===== src/hw/rtl/ffa_pkg.sv =====
// Shared types and constants of the forest-fire automaton step block.
// No dependencies; every other file of the block imports this package.
package ffa_pkg;

    // Default largest grid side and the side length loaded at reset.
    localparam int MAX_SIDE_DEF    = 64;
    localparam int GRID_SIZE_RESET = 64;

    // Width of the grid size register.
    localparam int CFG_W = 7;

    // Cell state codes.
    typedef enum logic [1:0] {
        CELL_GROUND = 2'd0,
        CELL_TREE   = 2'd1,
        CELL_FIRE   = 2'd2,
        CELL_OTHER  = 2'd3
    } t_cell;

    // 3x3 neighborhood, [row][column], column 2 holding the newest cell.
    typedef t_cell t_win [3][3];

    // Grid edges around the cell that is being updated.
    typedef struct packed {
        logic top;
        logic bottom;
        logic left;
        logic right;
        logic last;
    } t_bnd;

endpackage


===== src/hw/rtl/forest_fire_automaton_step_top.sv =====
// Top level of the forest-fire automaton step; instantiates ffa_line_store and
// ffa_rule and imports ffa_pkg.
//
// This block computes one generation of a forest-fire automaton over a square grid
// whose cells stream in raster order, one beat per cell. Fire becomes ground, a tree
// catches fire when one of its four orthogonal neighbors burns, ground grows a tree
// when more than one of its eight neighbors is a tree, and code 3 passes unchanged;
// cells beyond the grid edge count as empty. Two line stores of MAX_SIDE entries
// feed a 3x3 window register, and the rule logic sits between that window and the
// output register, so the block takes one beat per clock cycle for as long as the
// output side takes results; the result of the beat that completes its window is
// loaded into the output register once the output register is free. A result
// is due one row plus one cell after its cell, so after the frame's last cell the
// user sends grid_size + 1 flush beats (tuser high) to drain the remaining results;
// tlast marks the result for the grid's final cell, after which the next beat
// starts a new frame. Writing the grid size restarts the frame; a value of 0 acts
// as 1 and a value above MAX_SIDE acts as MAX_SIDE. After reset the block clears
// its line stores, one entry per cycle, with s_axis_tready low; configuration
// writes are taken during that pass.
module forest_fire_automaton_step_top
    import ffa_pkg::*;
#(
    parameter int MAX_SIDE = MAX_SIDE_DEF
) (
    input  logic             i_clk,
    input  logic             i_rst_n,
    // Configuration write channel: grid size.
    input  logic             i_cfg_valid,
    output logic             o_cfg_ready,
    input  logic [CFG_W-1:0] i_cfg_data,
    // Input cell stream.
    input  logic             s_axis_tvalid,
    output logic             s_axis_tready,
    input  logic [7:0]       s_axis_tdata,   // [1:0] cell_code, [7:2] zero
    input  logic             s_axis_tuser,   // [0] mode (flush beat when high)
    // Result stream.
    output logic             m_axis_tvalid,
    input  logic             m_axis_tready,
    output logic [7:0]       m_axis_tdata,   // [1:0] next_cell, [7:2] zero
    output logic             m_axis_tlast    // last_of_frame
);

    // Column index width, side length width and input row width (the row can
    // run up to side + 1 before the frame wraps).
    localparam int AW = $clog2(MAX_SIDE);
    localparam int SW = $clog2(MAX_SIDE + 1);
    localparam int RW = $clog2(MAX_SIDE + 2);
    localparam int CW = (SW > CFG_W) ? SW : CFG_W;
    localparam int RESET_SIDE = (GRID_SIZE_RESET > MAX_SIDE) ? MAX_SIDE : GRID_SIZE_RESET;

    // Configuration: the clamped side length is kept rather than the raw value.
    logic [SW-1:0] r_side;
    logic [SW-1:0] side_m1;
    logic [CW-1:0] cfg_ext;
    logic [SW-1:0] cfg_side;
    logic          cfg_wr;

    assign o_cfg_ready = 1'b1;
    assign cfg_wr      = i_cfg_valid && o_cfg_ready;
    assign cfg_ext     = CW'(i_cfg_data);
    assign side_m1     = r_side - SW'(1);

    always_comb begin
        priority if (cfg_ext == '0) begin
            cfg_side = SW'(1);
        end else if (cfg_ext > CW'(MAX_SIDE)) begin
            cfg_side = SW'(MAX_SIDE);
        end else begin
            cfg_side = SW'(cfg_ext);
        end
    end

    always_ff @(posedge i_clk) begin
        if (!i_rst_n) begin
            r_side <= SW'(RESET_SIDE);
        end else if (cfg_wr) begin
            r_side <= cfg_side;
        end
    end

    // Clearing pass over the line stores after reset.
    logic          r_clr_busy;
    logic [AW-1:0] r_clr_addr;

    always_ff @(posedge i_clk) begin
        if (!i_rst_n) begin
            r_clr_busy <= 1'b1;
            r_clr_addr <= '0;
        end else if (r_clr_busy) begin
            r_clr_addr <= r_clr_addr + AW'(1);
            if (r_clr_addr == AW'(MAX_SIDE - 1)) begin
                r_clr_busy <= 1'b0;
            end
        end
    end

    // Pipeline handshake: the window register feeds stage one, whose result
    // goes to the output register.
    logic  r_s1_vld;
    t_bnd  r_s1_bnd;
    logic  r_out_vld;
    t_cell r_out_cell;
    logic  r_out_last;
    logic  s1_move;
    logic  in_acc;

    assign s1_move       = r_s1_vld && (!r_out_vld || m_axis_tready);
    assign s_axis_tready = !r_clr_busy && (!r_s1_vld || s1_move);
    assign in_acc        = s_axis_tvalid && s_axis_tready;

    // Stream position of the next input beat and of the next result.
    logic [AW-1:0] r_col;
    logic [RW-1:0] r_row;
    logic [AW-1:0] r_ocol;
    logic [AW-1:0] r_orow;
    logic [AW-1:0] n_col;
    logic [RW-1:0] n_row;
    logic [AW-1:0] n_ocol;
    logic [AW-1:0] n_orow;

    logic  row_in_grid;
    logic  col_end;
    logic  do_emit;
    t_bnd  cur_bnd;
    t_cell cur_cell;

    assign row_in_grid = r_row < RW'(r_side);
    assign col_end     = SW'(r_col) == side_m1;
    // No result until one row plus one cell has gone in.
    assign do_emit     = !((r_row == '0) || ((r_row == RW'(1)) && (r_col == '0)));

    assign cur_bnd.top    = (r_orow == '0);
    assign cur_bnd.bottom = (SW'(r_orow) == side_m1);
    assign cur_bnd.left   = (r_ocol == '0);
    assign cur_bnd.right  = (SW'(r_ocol) == side_m1);
    assign cur_bnd.last   = cur_bnd.bottom && cur_bnd.right;

    // Flush beats and beats past the grid's last row enter as ground.
    assign cur_cell = (!s_axis_tuser && row_in_grid) ? t_cell'(s_axis_tdata[1:0])
                                                     : CELL_GROUND;

    always_comb begin
        n_col  = r_col;
        n_row  = r_row;
        n_ocol = r_ocol;
        n_orow = r_orow;
        priority if (cfg_wr) begin
            n_col  = '0;
            n_row  = '0;
            n_ocol = '0;
            n_orow = '0;
        end else if (in_acc) begin
            if (do_emit && cur_bnd.last) begin
                // The final result of the frame: the next beat starts a new frame.
                n_col  = '0;
                n_row  = '0;
                n_ocol = '0;
                n_orow = '0;
            end else begin
                if (col_end) begin
                    n_col = '0;
                    n_row = r_row + RW'(1);
                end else begin
                    n_col = r_col + AW'(1);
                end
                if (do_emit) begin
                    if (cur_bnd.right) begin
                        n_ocol = '0;
                        n_orow = r_orow + AW'(1);
                    end else begin
                        n_ocol = r_ocol + AW'(1);
                    end
                end
            end
        end
    end

    always_ff @(posedge i_clk) begin
        if (!i_rst_n) begin
            r_col  <= '0;
            r_row  <= '0;
            r_ocol <= '0;
            r_orow <= '0;
        end else begin
            r_col  <= n_col;
            r_row  <= n_row;
            r_ocol <= n_ocol;
            r_orow <= n_orow;
        end
    end

    // Line stores. The read address always follows the next beat's column, so the
    // registered read data is ready when that beat arrives. The upper store takes
    // what the middle store held, the middle store takes the incoming cell.
    t_cell         up_rd;
    t_cell         mid_rd;
    logic          ls_we;
    logic [AW-1:0] ls_waddr;
    t_cell         up_wdata;
    t_cell         mid_wdata;

    assign ls_we     = r_clr_busy || in_acc;
    assign ls_waddr  = r_clr_busy ? r_clr_addr : r_col;
    assign up_wdata  = r_clr_busy ? CELL_GROUND : mid_rd;
    assign mid_wdata = r_clr_busy ? CELL_GROUND : cur_cell;

    ffa_line_store #(
        .DEPTH (MAX_SIDE)
    ) u_store_upper (
        .i_clk   (i_clk),
        .i_we    (ls_we),
        .i_waddr (ls_waddr),
        .i_wdata (up_wdata),
        .i_raddr (n_col),
        .o_rdata (up_rd)
    );

    ffa_line_store #(
        .DEPTH (MAX_SIDE)
    ) u_store_middle (
        .i_clk   (i_clk),
        .i_we    (ls_we),
        .i_waddr (ls_waddr),
        .i_wdata (mid_wdata),
        .i_raddr (n_col),
        .o_rdata (mid_rd)
    );

    // 3x3 window register, shifted left by one column on every accepted beat.
    t_win r_win;

    always_ff @(posedge i_clk) begin
        if (!i_rst_n || cfg_wr) begin
            for (int r = 0; r < 3; r++) begin
                for (int c = 0; c < 3; c++) begin
                    r_win[r][c] <= CELL_GROUND;
                end
            end
        end else if (in_acc) begin
            for (int r = 0; r < 3; r++) begin
                r_win[r][0] <= r_win[r][1];
                r_win[r][1] <= r_win[r][2];
            end
            r_win[0][2] <= up_rd;
            r_win[1][2] <= mid_rd;
            r_win[2][2] <= cur_cell;
        end
    end

    // Stage one: the edge flags that belong to the window just loaded.
    always_ff @(posedge i_clk) begin
        if (!i_rst_n) begin
            r_s1_vld <= 1'b0;
        end else if (in_acc) begin
            r_s1_vld <= do_emit;
        end else if (s1_move) begin
            r_s1_vld <= 1'b0;
        end
    end

    always_ff @(posedge i_clk) begin
        if (in_acc) begin
            r_s1_bnd <= cur_bnd;
        end
    end

    t_cell rule_next;

    ffa_rule u_rule (
        .i_win  (r_win),
        .i_bnd  (r_s1_bnd),
        .o_next (rule_next)
    );

    // Output register.
    always_ff @(posedge i_clk) begin
        if (!i_rst_n) begin
            r_out_vld <= 1'b0;
        end else if (s1_move) begin
            r_out_vld <= 1'b1;
        end else if (m_axis_tready) begin
            r_out_vld <= 1'b0;
        end
    end

    always_ff @(posedge i_clk) begin
        if (s1_move) begin
            r_out_cell <= rule_next;
            r_out_last <= r_s1_bnd.last;
        end
    end

    assign m_axis_tvalid = r_out_vld;
    assign m_axis_tdata  = {6'b0, r_out_cell};
    assign m_axis_tlast  = r_out_last;

    // The input column never reaches the side length.
    a_col_in_range : assert property (@(posedge i_clk) disable iff (!i_rst_n)
        SW'(r_col) < r_side)
        else $error("input column outside the grid");

    // The input row never runs past the side length plus one.
    a_row_in_range : assert property (@(posedge i_clk) disable iff (!i_rst_n)
        r_row <= RW'(r_side) + RW'(1))
        else $error("input row beyond the flush region");

    // While a frame's final result waits and no later result is queued behind it,
    // the result position is back at the start.
    a_last_wraps : assert property (@(posedge i_clk) disable iff (!i_rst_n)
        (m_axis_tvalid && m_axis_tlast && !r_s1_vld) |-> ((r_orow == '0) && (r_ocol == '0)))
        else $error("result position not restarted after the final cell");

    // Nothing is in flight during the clearing pass.
    a_clear_idle : assert property (@(posedge i_clk) disable iff (!i_rst_n)
        r_clr_busy |-> (!r_s1_vld && !r_out_vld))
        else $error("result pending while the line stores are cleared");

endmodule


===== src/hw/rtl/ffa_line_store.sv =====
// One row of cell states, one write and one registered read per cycle.
// Depends on ffa_pkg for the cell type.
module ffa_line_store
    import ffa_pkg::*;
#(
    parameter int DEPTH = MAX_SIDE_DEF
) (
    input  logic                     i_clk,
    input  logic                     i_we,
    input  logic [$clog2(DEPTH)-1:0] i_waddr,
    input  t_cell                    i_wdata,
    input  logic [$clog2(DEPTH)-1:0] i_raddr,
    output t_cell                    o_rdata
);

    t_cell mem [DEPTH];
    t_cell r_rdata;

    always_ff @(posedge i_clk) begin
        if (i_we) begin
            mem[i_waddr] <= i_wdata;
        end
    end

    // A write to the address being read is passed straight to the read register.
    always_ff @(posedge i_clk) begin
        if (i_we && (i_waddr == i_raddr)) begin
            r_rdata <= i_wdata;
        end else begin
            r_rdata <= mem[i_raddr];
        end
    end

    assign o_rdata = r_rdata;

endmodule


===== src/hw/rtl/ffa_rule.sv =====
// Next-generation rule for the center of a 3x3 window, with grid edges masked.
// Depends on ffa_pkg for the cell, window and edge types.
module ffa_rule
    import ffa_pkg::*;
(
    input  t_win  i_win,
    input  t_bnd  i_bnd,
    output t_cell o_next
);

    logic [3:0] trees;
    logic       fire_orth;

    always_comb begin
        logic inside_grid;
        trees     = 4'd0;
        fire_orth = 1'b0;
        for (int dr = 0; dr < 3; dr++) begin
            for (int dc = 0; dc < 3; dc++) begin
                inside_grid = !((dr == 0) && i_bnd.top) && !((dr == 2) && i_bnd.bottom) &&
                              !((dc == 0) && i_bnd.left) && !((dc == 2) && i_bnd.right);
                if (!((dr == 1) && (dc == 1)) && inside_grid) begin
                    if (i_win[dr][dc] == CELL_TREE) begin
                        trees = trees + 4'd1;
                    end
                    if ((i_win[dr][dc] == CELL_FIRE) && ((dr == 1) || (dc == 1))) begin
                        fire_orth = 1'b1;
                    end
                end
            end
        end
    end

    always_comb begin
        unique case (i_win[1][1])
            CELL_FIRE:   o_next = CELL_GROUND;
            CELL_TREE:   o_next = fire_orth ? CELL_FIRE : CELL_TREE;
            CELL_GROUND: o_next = (trees > 4'd1) ? CELL_TREE : CELL_GROUND;
            default:     o_next = CELL_OTHER;
        endcase
    end

endmodule


===== config.mk =====
export PLATFORM = sky130hd
export DESIGN_NAME = forest_fire_automaton_step_top
export DESIGN_NICKNAME = d
export VERILOG_FILES = /design/src/hw/rtl/ffa_pkg.sv /design/src/hw/rtl/forest_fire_automaton_step_top.sv /design/src/hw/rtl/ffa_line_store.sv /design/src/hw/rtl/ffa_rule.sv
export SDC_FILE = /design/constraint.sdc
export NUM_CORES = 1
export LEC_CHECK = 0
export BUFFER_PORTS_ARGS = -buffer_cell sky130_fd_sc_hd__buf_2
export CORE_MARGIN = 2
export CORE_UTILIZATION = 55
export DETAILED_ROUTE_END_ITERATION = 8
export GPL_ROUTABILITY_DRIVEN = 0
export GPL_TIMING_DRIVEN = 1
export PLACE_DENSITY = 0.77
export SLEW_MARGIN = 0
export SYNTH_ARGS = -nofsm -noshare
export SYNTH_HDL_FRONTEND = slang
export SYNTH_SLANG_ARGS = --single-unit

===== constraint.sdc =====
create_clock -name i_clk -period 7.25 [get_ports i_clk]
set_input_delay 1.45 -clock i_clk [delete_from_list [all_inputs] [get_ports i_clk]]
set_output_delay 1.45 -clock i_clk [all_outputs]
set_load 0.05 [all_outputs]

==> qor.yml, run 1 <==
start_util: 0.555
period_minus_slack_ps: 5210
intPower_w: 0.00301
wl_per_cell_um: 21.7
area_growth_pct: 9.93
pwr-share-comb: 0.025
swShare: 0.203
ff2ff_setup_slack_ps: 2040
rows: 59
fin_area_sq_mm: 0.0158
finalWirelength_mm: 28.8
setup_viol: 0
clk_latency_ps: 520
cpLargestDelayFamily: "simple AND/OR/NAND/NOR gates"
portBuffers: 19
cts_setup_buffers: 0
drive_gt1_frac: 0.190
power_frac_seq: 0.538
io_pins: 33
max-vdd-ir-drop_v: 0.000213
synth_top_area_frac: 0.552
max-cap-violations: 0
outcome: "completed"
vias: 7986
hold_path_end: "m_axis_tlast"
synth_area_sq_mm: 0.0143
cp_num_buf_inv: 1
grt_antenna_before_repair: 0
cpPeakStageDelay_ps: 520
powerDensity_mw_per_mm2: 239
cts_hold_buffers: 0
core_area_sq_mm: 0.0258
placed_area_sq_mm: 0.0147
p_sw_w: 0.000765
synth_edf_count: 264
syn_area_per_cell_sq_um: 15.1
cts_resized: 0
synthFlopType: "edfxtp_1"
numCtsBuffers: 35
n_antenna_cell: 0
first_global_vias: 7783
hold_viol: 0
finalCritPeriodShare: 0.719
clkPwrFrac: 0.437
fin_util: 0.611
synth_area_leaders: "edfxtp_1 (55%), mux4_2 (13%), dfxtp_1 (9.1%), nor2_1 (3.0%), nand2_1 (2.1%)"
syn_inst: 949
overflow: 0
r2r_end: "r_out_cell[0]"
die_area_sq_mm: 0.0274
drc: 0
grt_util_all_layers: 0.219
worstMarginPinSlew_ps: 1180
fin_worst_hold_slack_ps: 437
synth.most_common_cell: "edfxtp_1"
synth_commonest_cells: "edfxtp_1 (264), nor2_1 (114), mux4_2 (84)"
path_cells: "nor4b_1, ha_1, nor2b_1, ha_1, or3_1, a21oi_1, a311o_1, mux2_2, ha_1, and4bb_2, a31oi_1, o21ai_1, xor2_1, mux2i_1, ha_1, inv_1, or2_2, xnor2_1, xnor2_2, nand4_2, xnor2_1, a31oi_1"
hold_start: "r_s1_bnd[0]"
fp.dieH_um: 166
tns_ps: 0
fin_nets: 1013
drv_slew: 0
async_flop_share: 0
fin_skew_ps: 21.5
fmax_mhz: 192
worstSetupPathType: "register to register"
reg2reg_depth: 22
r2r-start: "r_s1_bnd[4]"
antenna_left: 0
grt_pass1_wl_mm: 44.6
cts_buffer_depth: 3
whs_path_depth: 0
crit_path_end_kind: "register"
cp.depth: 22
numClockSinks: 329
vias_per_cell: 6.01
crit_path_frequent_cell: "ha_1"
slew_headroom: 0.210
synth-seq-cells: 329
hpwl_mm: 17.8
yosysTopAreaCell: "edfxtp_1"
synth_cell_types: 70
yosys_warnings: 0
cts_tree: "done"
cp_max_fo: 11
rsz0062_at_grt: "false"
holdCritPathClass: "register to register"
critPathLaunchType: "register"
cts_root_buf: "clkbuf_16"
dr.pass1.iters: 6
p_leak_nw: 5.04
clk_pin_slew_ps: 60
cp_data_required_time_ps: 7510
seq_area_frac_synth: 0.643
cts_max_level: 2
cp.arrival_ps: 5480
drt_iter0_drc: 834
chipWidth_um: 166
grt_max_degree: 65
cpMaxStageDelayCell: "edfxtp_1"
layer usage:
layer | track usage | up-vias | part of all wire
li1 | - | 3615 | -
met3 | 0.0365 | 62 | 0.069
met1 | 0.300 | 4002 | 0.41
met2 | 0.357 | 307 | 0.49
met5 | 0 | - | 0
met4 | 0.0842 | 0 | 0.030
sequential cells by signal (all words and copies together), names as in the netlist, 2 cells and up, named ones only:
signal / flops
r_side: 7
r_out_cell: 2
r_s1_bnd: 5
r_ocol: 6
r_win: 18
r_col: 6
r_orow: 6
r_clr_addr: 6
u_store_upper.mem: 128
r_row: 7
u_store_middle.mem: 128
cell families (layout without fill, tap and decap cells):
family                     Yosys count  after routing  synth area share
muxes                               94             94             0.141
DFF                                329            329             0.643
other                                2              7          0.000523
buffers and inverters               73            112            0.0224
AOI/OAI and AO/OA                   77             77            0.0351
xor gates and xnor gates            57             57            0.0388
adders and majority gates           23             23            0.0201
and+or+nand+nor                    294            294            0.0993
layout make-up:
| cell class | instances | area, sq um |
|---|---|---|
| inverter | 26 | 97.6 |
| timing repair buffer | 25 | 140 |
| fill | 1873 | 10100 |
| multi-input combinational | 552 | 4830 |
| clock buffer | 46 | 937 |
| tap | 335 | 419 |
| clock inverter | 15 | 116 |
| sequential | 329 | 9230 |
power groups by stage:
stage	sequential (W)	clock (W)	combinational, W
floorplan	0.00207	0	0.0000676
global placement	0.00207	0	0.0000903
detailed placement	0.00207	0	0.0000920
CTS	0.00203	0.00168	0.0000925
global route	0.00203	0.00176	0.000100
finish	0.00203	0.00165	0.0000934
stage by stage:
stage / setup slack [ps] / std cells / total power (W)
2_1_floorplan: 2370 / 954 / 0.00213
3_3_place_gp: 2060 / 1267 / 0.00216
3_5_place_dp: 1970 / 1267 / 0.00216
4_1_cts: 1970 / 1328 / 0.00380
5_1_grt: 1610 / 1328 / 0.00389
6_report: 2040 / 1328 / 0.00377
worst max-delay path by stage:
| stage | startpoint | endpoint | slack (ps) |
|---|---|---|---|
| after floorplan | r_side[1] | u_store_middle.mem[0][0] | 2370 |
| after global placement | r_s1_bnd[4] | r_out_cell[0] | 2060 |
| after detailed placement | r_s1_bnd[4] | r_out_cell[0] | 1970 |
| after CTS | r_s1_bnd[4] | r_out_cell[0] | 1970 |
| after global routing | r_s1_bnd[4] | r_out_cell[0] | 1610 |
| final | r_s1_bnd[4] | r_out_cell[0] | 2040 |
worst register-to-register path, stage by stage (launching register included):
cell	delay [ps]
edfxtp_1	520
nor4b_1	370
ha_1	300
nor2b_1	280
ha_1	300
or3_1	370
a21oi_1	130
a311o_1	180
mux2_2	170
ha_1	210
and4bb_2	210
a31oi_1	130
o21ai_1	110
xor2_1	150
mux2i_1	210
ha_1	180
inv_1	30
or2_2	290
xnor2_1	220
xnor2_2	170
nand4_2	130
xnor2_1	190
a31oi_1	100
placed cells by master (no fill, tap or decap), types with 13 or more instances in the layout:
cell type  instances
o21ai_0           13
inv_1             25
ha_1              23
nor2_1           114
buf_2             19
nand2_1           81
dfxtp_1           63
mux4_2            84
xnor2_1           28
and2_1            13
edfxtp_1         264
xor2_1            23
clkbuf_16         35
a21oi_1           28
Power figures use the tool's default switching activity.
==> run 2, diff against run 1 <==
Settings changed: ABC_AREA from default to 1.
Clock period 7.25 ns to 4.8 ns, I/O delays scaled along.
==> qor.yml, run 2 <==
synthFlopType: "edfxtp_1"  # unchanged
fmax_mhz: 232  # was 192 MHz
synth_commonest_cells: "nor2_1 (282), edfxtp_1 (264), o21ai_0 (192)"  # was edfxtp_1 (264), nor2_1 (114), mux4_2 (84)
cts_max_level: 2  # unchanged
fin_ws_ps: 490  # was 2040 ps
clk_pin_slew_ps: 60  # about the same
synth_cell_types: 46  # was 70
r2r-start: "r_s1_bnd[4]"  # unchanged
first_global_vias: 10200  # was 7783
max-vdd-ir-drop_v: 0.000310  # was 0.000213 V
drc: 0  # unchanged
cp_data_required_time_ps: 5070  # was 7510 ps
syn_inst: 1443  # was 949
grt_antenna_before_repair: 0  # unchanged
clk_latency_ps: 520  # about the same
tns_ps: 0  # unchanged
fin_worst_hold_slack_ps: 423  # was 437 ps
hpwl_mm: 21.3  # was 17.8 mm
antenna_left: 0  # unchanged
fp.dieH_um: 168  # was 166 um
hold_viol: 0  # unchanged
placed_area_sq_mm: 0.0152  # was 0.0147 sq mm
finalCritPeriodShare: 0.898  # was 0.719
max-cap-violations: 0  # unchanged
synth_edf_count: 264  # unchanged
worstMarginPinSlew_ps: 1020  # was 1180 ps
vias: 10600  # was 7986
synth.most_common_cell: "nor2_1"  # was edfxtp_1
core_area_sq_mm: 0.0262  # was 0.0258 sq mm
grt_pass1_wl_mm: 53.8  # was 44.6 mm
crit_path_end_kind: "register"  # unchanged
start_util: 0.563  # was 0.555
cp_max_fo: 3  # was 11
seq_area_frac_synth: 0.625  # was 0.643
async_flop_share: 0  # unchanged
n_antenna_cell: 0  # unchanged
cts_buffer_depth: 3  # unchanged
holdCritPathClass: "register to register"  # unchanged
cp.arrival_ps: 4580  # was 5480 ps
finalWirelength_mm: 33.2  # was 28.8 mm
worstSetupPathType: "register to register"  # unchanged
hold_start: "r_s1_bnd[0]"  # unchanged
setup_viol: 0  # unchanged
cts_setup_buffers: 0  # unchanged
powerDensity_mw_per_mm2: 353  # was 239 mW/mm^2
numClockSinks: 329  # unchanged
cpMaxStageDelayCell: "edfxtp_1"  # unchanged
chipWidth_um: 168  # was 166 um
synth_area_sq_mm: 0.0148  # was 0.0143 sq mm
fin_skew_ps: 25.1  # was 21.5 ps
layout_common_cells: "nor2_1 (280), edfxtp_1 (264), o21ai_0 (192)"  # was edfxtp_1 (264), nor2_1 (114), mux4_2 (84)
dr.pass1.iters: 5  # was 6
rows: 59  # unchanged
outcome: "completed"  # unchanged
synth_area_leaders: "edfxtp_1 (54%), dfxtp_1 (8.8%), nor2_1 (7.2%), o21ai_0 (6.5%), nand2_1 (3.4%)"  # was edfxtp_1 (55%), mux4_2 (13%), dfxtp_1 (9.1%), nor2_1 (3.0%), nand2_1 (2.1%)
yosys_warnings: 0  # unchanged
period_minus_slack_ps: 4310  # was 5210 ps
die_area_sq_mm: 0.0282  # was 0.0274 sq mm
final_common_cell: "nor2_1"  # was edfxtp_1
cpPeakStageDelay_ps: 450  # was 520 ps
yosysTopAreaCell: "edfxtp_1"  # unchanged
crit_path_frequent_cell: "nand2_1"  # was ha_1
fin_nets: 1495  # was 1013
synth_top_area_frac: 0.537  # was 0.552
numCtsBuffers: 34  # was 35
syn_area_per_cell_sq_um: 10.2  # was 15.1 sq um
slew_headroom: 0.316  # was 0.210
drv_slew: 0  # unchanged
drt_iter0_drc: 1299  # was 834
reg.largest.list: "u_store_middle.mem (128), u_store_upper.mem (128), r_win (18)"  # unchanged
portBuffers: 19  # unchanged
worstSetupStartpoint: "r_s1_bnd[4]"  # unchanged
wl_per_cell_um: 18.3  # was 21.7 um
pre_cts_slack_ps: 509  # was 1970 ps
synth-seq-cells: 329  # unchanged
io_pins: 33  # unchanged
fin_area_sq_mm: 0.0163  # was 0.0158 sq mm
grt_util_all_layers: 0.241  # was 0.219
p_leak_nw: 5.42  # was 5.04 nW
drive_gt1_frac: 0.0881  # was 0.190
rsz0062_at_grt: "false"  # unchanged
overflow: 0  # unchanged
grt_max_degree: 81  # was 65
area_growth_pct: 10.2  # was 9.93%
cts_tree: "done"  # unchanged
p_total_w: 0.00575  # was 0.00377 W
critPathLaunchType: "register"  # unchanged
cts_root_buf: "clkbuf_16"  # unchanged
vias_per_cell: 5.88  # was 6.01
==> run 2: final timing paths <==
path	depth (start not counted)	end	slack, ps
setup / recovery	29	r_out_cell[0]	490
hold / removal	0	m_axis_tlast	420
setup reg to reg	29	r_out_cell[0]	490
hold reg to reg	0	m_axis_tlast	420
==> run 2: layer usage <==
| layer | global-route usage | vias to the layer above | share of wire |
|---|---|---|---|
| li1 | - | 5092 | - |
| met1 | 0.329 | 4949 | 0.42 |
| met2 | 0.392 | 519 | 0.47 |
| met3 | 0.0442 | 79 | 0.091 |
| met4 | 0.0828 | 0 | 0.027 |
| met5 | 0 | - | 0 |
==> run 2: worst max-delay path, delay by kind of cell, from the launching register on <==
family | cells | cell delay (ps)
simple gates | 20 | 1990
fa+ha+maj | 5 | 1370
flops | 1 | 450
buf+inv | 3 | 130
compound gates | 1 | 120
==> run 2: logic make-up after synthesis <==
group                      after synthesis  synth area share
adders and majority gates               23            0.0195
xor gates and xnor gates                32            0.0205
and+or+nand+nor                        547             0.161
DFF                                    329             0.625
buffers and inverters                  171            0.0468
other                                    2          0.000509
AOI/OAI and AO/OA                      339             0.126
==> run 2: per-stage QoR <==
step,util,instances
final,0.621,1810
after global routing,0.621,1810
after CTS,0.621,1810
after detailed placement,0.580,1750
after global placement,0.580,1750
after floorplan,-,1448
==> run 2: repair_timing <==
action,in CTS,in global routing
hold buffers,0,0
setup endpoints to repair,0,1
gates resized for setup,0,1
==> run 2: power breakdown <==
part / internal, W / total (W) / switching [W]
Combinational: 0.0000376 / 0.000147 / 0.000109
Clock: 0.00148 / 0.00254 / 0.00106
Sequential: 0.00305 / 0.00306 / 0.00000714
Total: 0.00458 / 0.00575 / 0.00117
==> run 2: layout make-up <==
type / instances / area (sq um)
sequential: 329 / 9230
clock buffer: 44 / 930
multi-input combinational: 948 / 4900
clock inverter: 16 / 146
fill: 1986 / 9940
inverter: 103 / 395
timing repair buffer: 35 / 240
tap: 335 / 419
==> run 3, diff against run 2 <==
Settings changed: SYNTH_HIERARCHICAL from default to 1.
==> qor.yml, run 3 <==
outcome: "completed"  # unchanged
overflow: 0  # unchanged
syn_area_per_cell_sq_um: 9.18  # was 10.2 sq um
setup_viol: 0  # unchanged
antenna_left: 0  # unchanged
rows: 62  # was 59
powerDensity_mw_per_mm2: 342  # was 353 mW/mm^2
regArea_sq_mm: 0.00935  # was 0.00923 sq mm
cts_hold_buffers: 0  # unchanged
drv_slew: 0  # unchanged
max-cap-violations: 0  # unchanged
fin_util: 0.608  # was 0.621
fillers: 2405  # was 1986
grt_util_all_layers: 0.237  # was 0.241
async_flop_share: 0  # unchanged
cpPeakStageDelay_ps: 430  # was 450 ps
period_minus_slack_ps: 4420  # was 4310 ps
cts_root_buf: "clkbuf_16"  # unchanged
final_common_cell: "nand2_1"  # was nor2_1
yosysTopAreaCell: "edfxtp_1"  # unchanged
worstMarginPinSlew_ps: 1260  # was 1020 ps
drt_iter0_drc: 1269  # was 1299
yosys_warnings: 6  # was 0
p_leak_nw: 6.63  # was 5.42 nW
reg.largest.list: "u_store_middle/mem (128), u_store_upper/mem (128), r_win (18)"  # was u_store_middle.mem (128), u_store_upper.mem (128), r_win (18)
grt_antenna_before_repair: 0  # unchanged
grt_pass1_wl_mm: 58.2  # was 53.8 mm
tns_ps: 0  # unchanged
crit_path_end_kind: "register"  # unchanged
cp_data_required_time_ps: 5070  # about the same
critPathLaunchType: "register"  # unchanged
vias_per_cell: 5.66  # was 5.88
die_area_sq_mm: 0.0306  # was 0.0282 sq mm
vias: 12200  # was 10600
synth_cell_types: 43  # was 46
cp.arrival_ps: 4690  # was 4580 ps
synth_area_sq_mm: 0.0160  # was 0.0148 sq mm
fmax_mhz: 226  # was 232 MHz
synthFlopType: "edfxtp_1"  # unchanged
synth_area_leaders: "edfxtp_1 (49%), nand2_1 (12%), nand3_1 (8.9%), dfxtp_1 (8.9%), nor2_1 (3.8%)"  # was edfxtp_1 (54%), dfxtp_1 (8.8%), nor2_1 (7.2%), o21ai_0 (6.5%), nand2_1 (3.4%)
drive_gt1_frac: 0.0883  # was 0.0881
fin_skew_ps: 15.4  # was 25.1 ps
multi_input_area_sq_mm: 0.00578  # was 0.00490 sq mm
max-vdd-ir-drop_v: 0.000265  # was 0.000310 V
area_growth_pct: 8.78  # was 10.2%
finalWirelength_mm: 36.0  # was 33.2 mm
cpMaxStageDelayCell: "edfxtp_1"  # unchanged
cp_max_fo: 4  # was 3
portBuffers: 19  # unchanged
cts_tree: "done"  # unchanged
crit_path_frequent_cell: "nand2_1"  # unchanged
cts_setup_buffers: 0  # unchanged
synth_top_area_frac: 0.494  # was 0.537
io_pins: 33  # unchanged
layout_common_cells: "nand2_1 (505), nand3_1 (285), edfxtp_1 (264)"  # was nor2_1 (280), edfxtp_1 (264), o21ai_0 (192)
wl_per_cell_um: 16.6  # was 18.3 um
grt_max_degree: 66  # was 81
start_util: 0.559  # was 0.563
hpwl_mm: 22.5  # was 21.3 mm
finalCritPeriodShare: 0.921  # was 0.898
clk_latency_ps: 530  # was 520 ps
chipWidth_um: 175  # was 168 um
ff2ff_setup_slack_ps: 380  # was 490 ps
numClockSinks: 335  # was 329
first_global_vias: 11600  # was 10200
fin_nets: 1795  # was 1495
hold_viol: 0  # unchanged
holdCritPathClass: "register to register"  # unchanged
rsz0062_at_grt: "false"  # unchanged
n_antenna_cell: 0  # unchanged
seq_area_frac_synth: 0.583  # was 0.625
synth.most_common_cell: "nand2_1"  # was nor2_1
cts_buffer_depth: 3  # unchanged
syn_inst: 1749  # was 1443
synth_commonest_cells: "nand2_1 (505), nand3_1 (285), edfxtp_1 (264)"  # was nor2_1 (282), edfxtp_1 (264), o21ai_0 (192)
drc: 0  # unchanged
numCtsBuffers: 36  # was 34
fp.dieH_um: 175  # was 168 um
core_area_sq_mm: 0.0287  # was 0.0262 sq mm
clk_pin_slew_ps: 60  # about the same
dr.pass1.iters: 7  # was 5
synth_edf_count: 264  # unchanged
worstSetupPathType: "register to register"  # unchanged
cts_max_level: 2  # unchanged
slew_headroom: 0.154  # was 0.316
cts_resized: 0  # unchanged
synth-seq-cells: 335  # was 329
run 3: cell count changes in the layout (fill, tap and decap cells not counted), sizes merged, moves of 12 or more:
cell and delta:
nor4 +13, o21ai -157, xor2 -12, o22ai -68, nand2 +383, nor2 -107
nand4 +23, o221ai -13, nand3 +222, inv +30
run 3: cell families after synthesis:
| logic type | share of synthesized area |
|---|---|
| AO/OA/AOI/OAI | 0.0286 |
| XOR/XNOR | 0.00819 |
| adder cells (fa/ha/maj) | 0.0179 |
| buffers and inverters | 0.0604 |
| flip-flops | 0.583 |
| other | 0.000468 |
| AND/OR/NAND/NOR | 0.302 |
run 3: final timing paths:
path	from	to	cells after the start
max	r_s1_bnd[4]	r_out_cell[0]	32
min	r_s1_bnd[0]	m_axis_tlast	0
max reg2reg	r_s1_bnd[4]	r_out_cell[0]	32
min reg2reg	r_s1_bnd[0]	m_axis_tlast	0
run 3: final cells by class:
| type | count | share of cell area |
|---|---|---|
| clock buffer | 50 | 0.0552 |
| clock inverter | 16 | 0.0102 |
| inverter | 129 | 0.0280 |
| multi-input combinational | 1214 | 0.331 |
| sequential | 335 | 0.536 |
| tap | 384 | 0.0275 |
| timing repair buffer | 35 | 0.0123 |
run 3: power by group:
part	switching [W]	internal [W]
Sequential	0.00000800	0.00310
Combinational	0.000147	0.0000450
Clock	0.00113	0.00154
run 3: worst max-delay path: cells and delay by family (launching register included):
family | cells | cell delay, ps
AOI/OAI and AO/OA | 1 | 70
buffers and inverters | 6 | 350
and+or+nand+nor | 20 | 1990
adders and majority gates | 5 | 1360
DFF | 1 | 430
run 3: metal layers:
| metal | wire (um) | GRT usage |
|---|---|---|
| met5 | 0 | 0 |
| met3 | 2750 | 0.0389 |
| met4 | 1060 | 0.0854 |
| met2 | 17000 | 0.392 |
| met1 | 15100 | 0.318 |
run 3: metrics by stage:
stage | std cells | hold WS, ps | setup slack [ps] | power [W] | instance area [sq um]
final | 2163 | 436 | 381 | 0.00597 | 17500
after global routing | 2163 | 455 | 24.3 | 0.00615 | 17500
after CTS | 2163 | 446 | 362 | 0.00601 | 17500
after detailed placement | 2097 | 422 | 377 | 0.00336 | 16300
after global placement | 2097 | 416 | 487 | 0.00336 | 16300
after floorplan | 1754 | 400 | 708 | 0.00330 | 16100
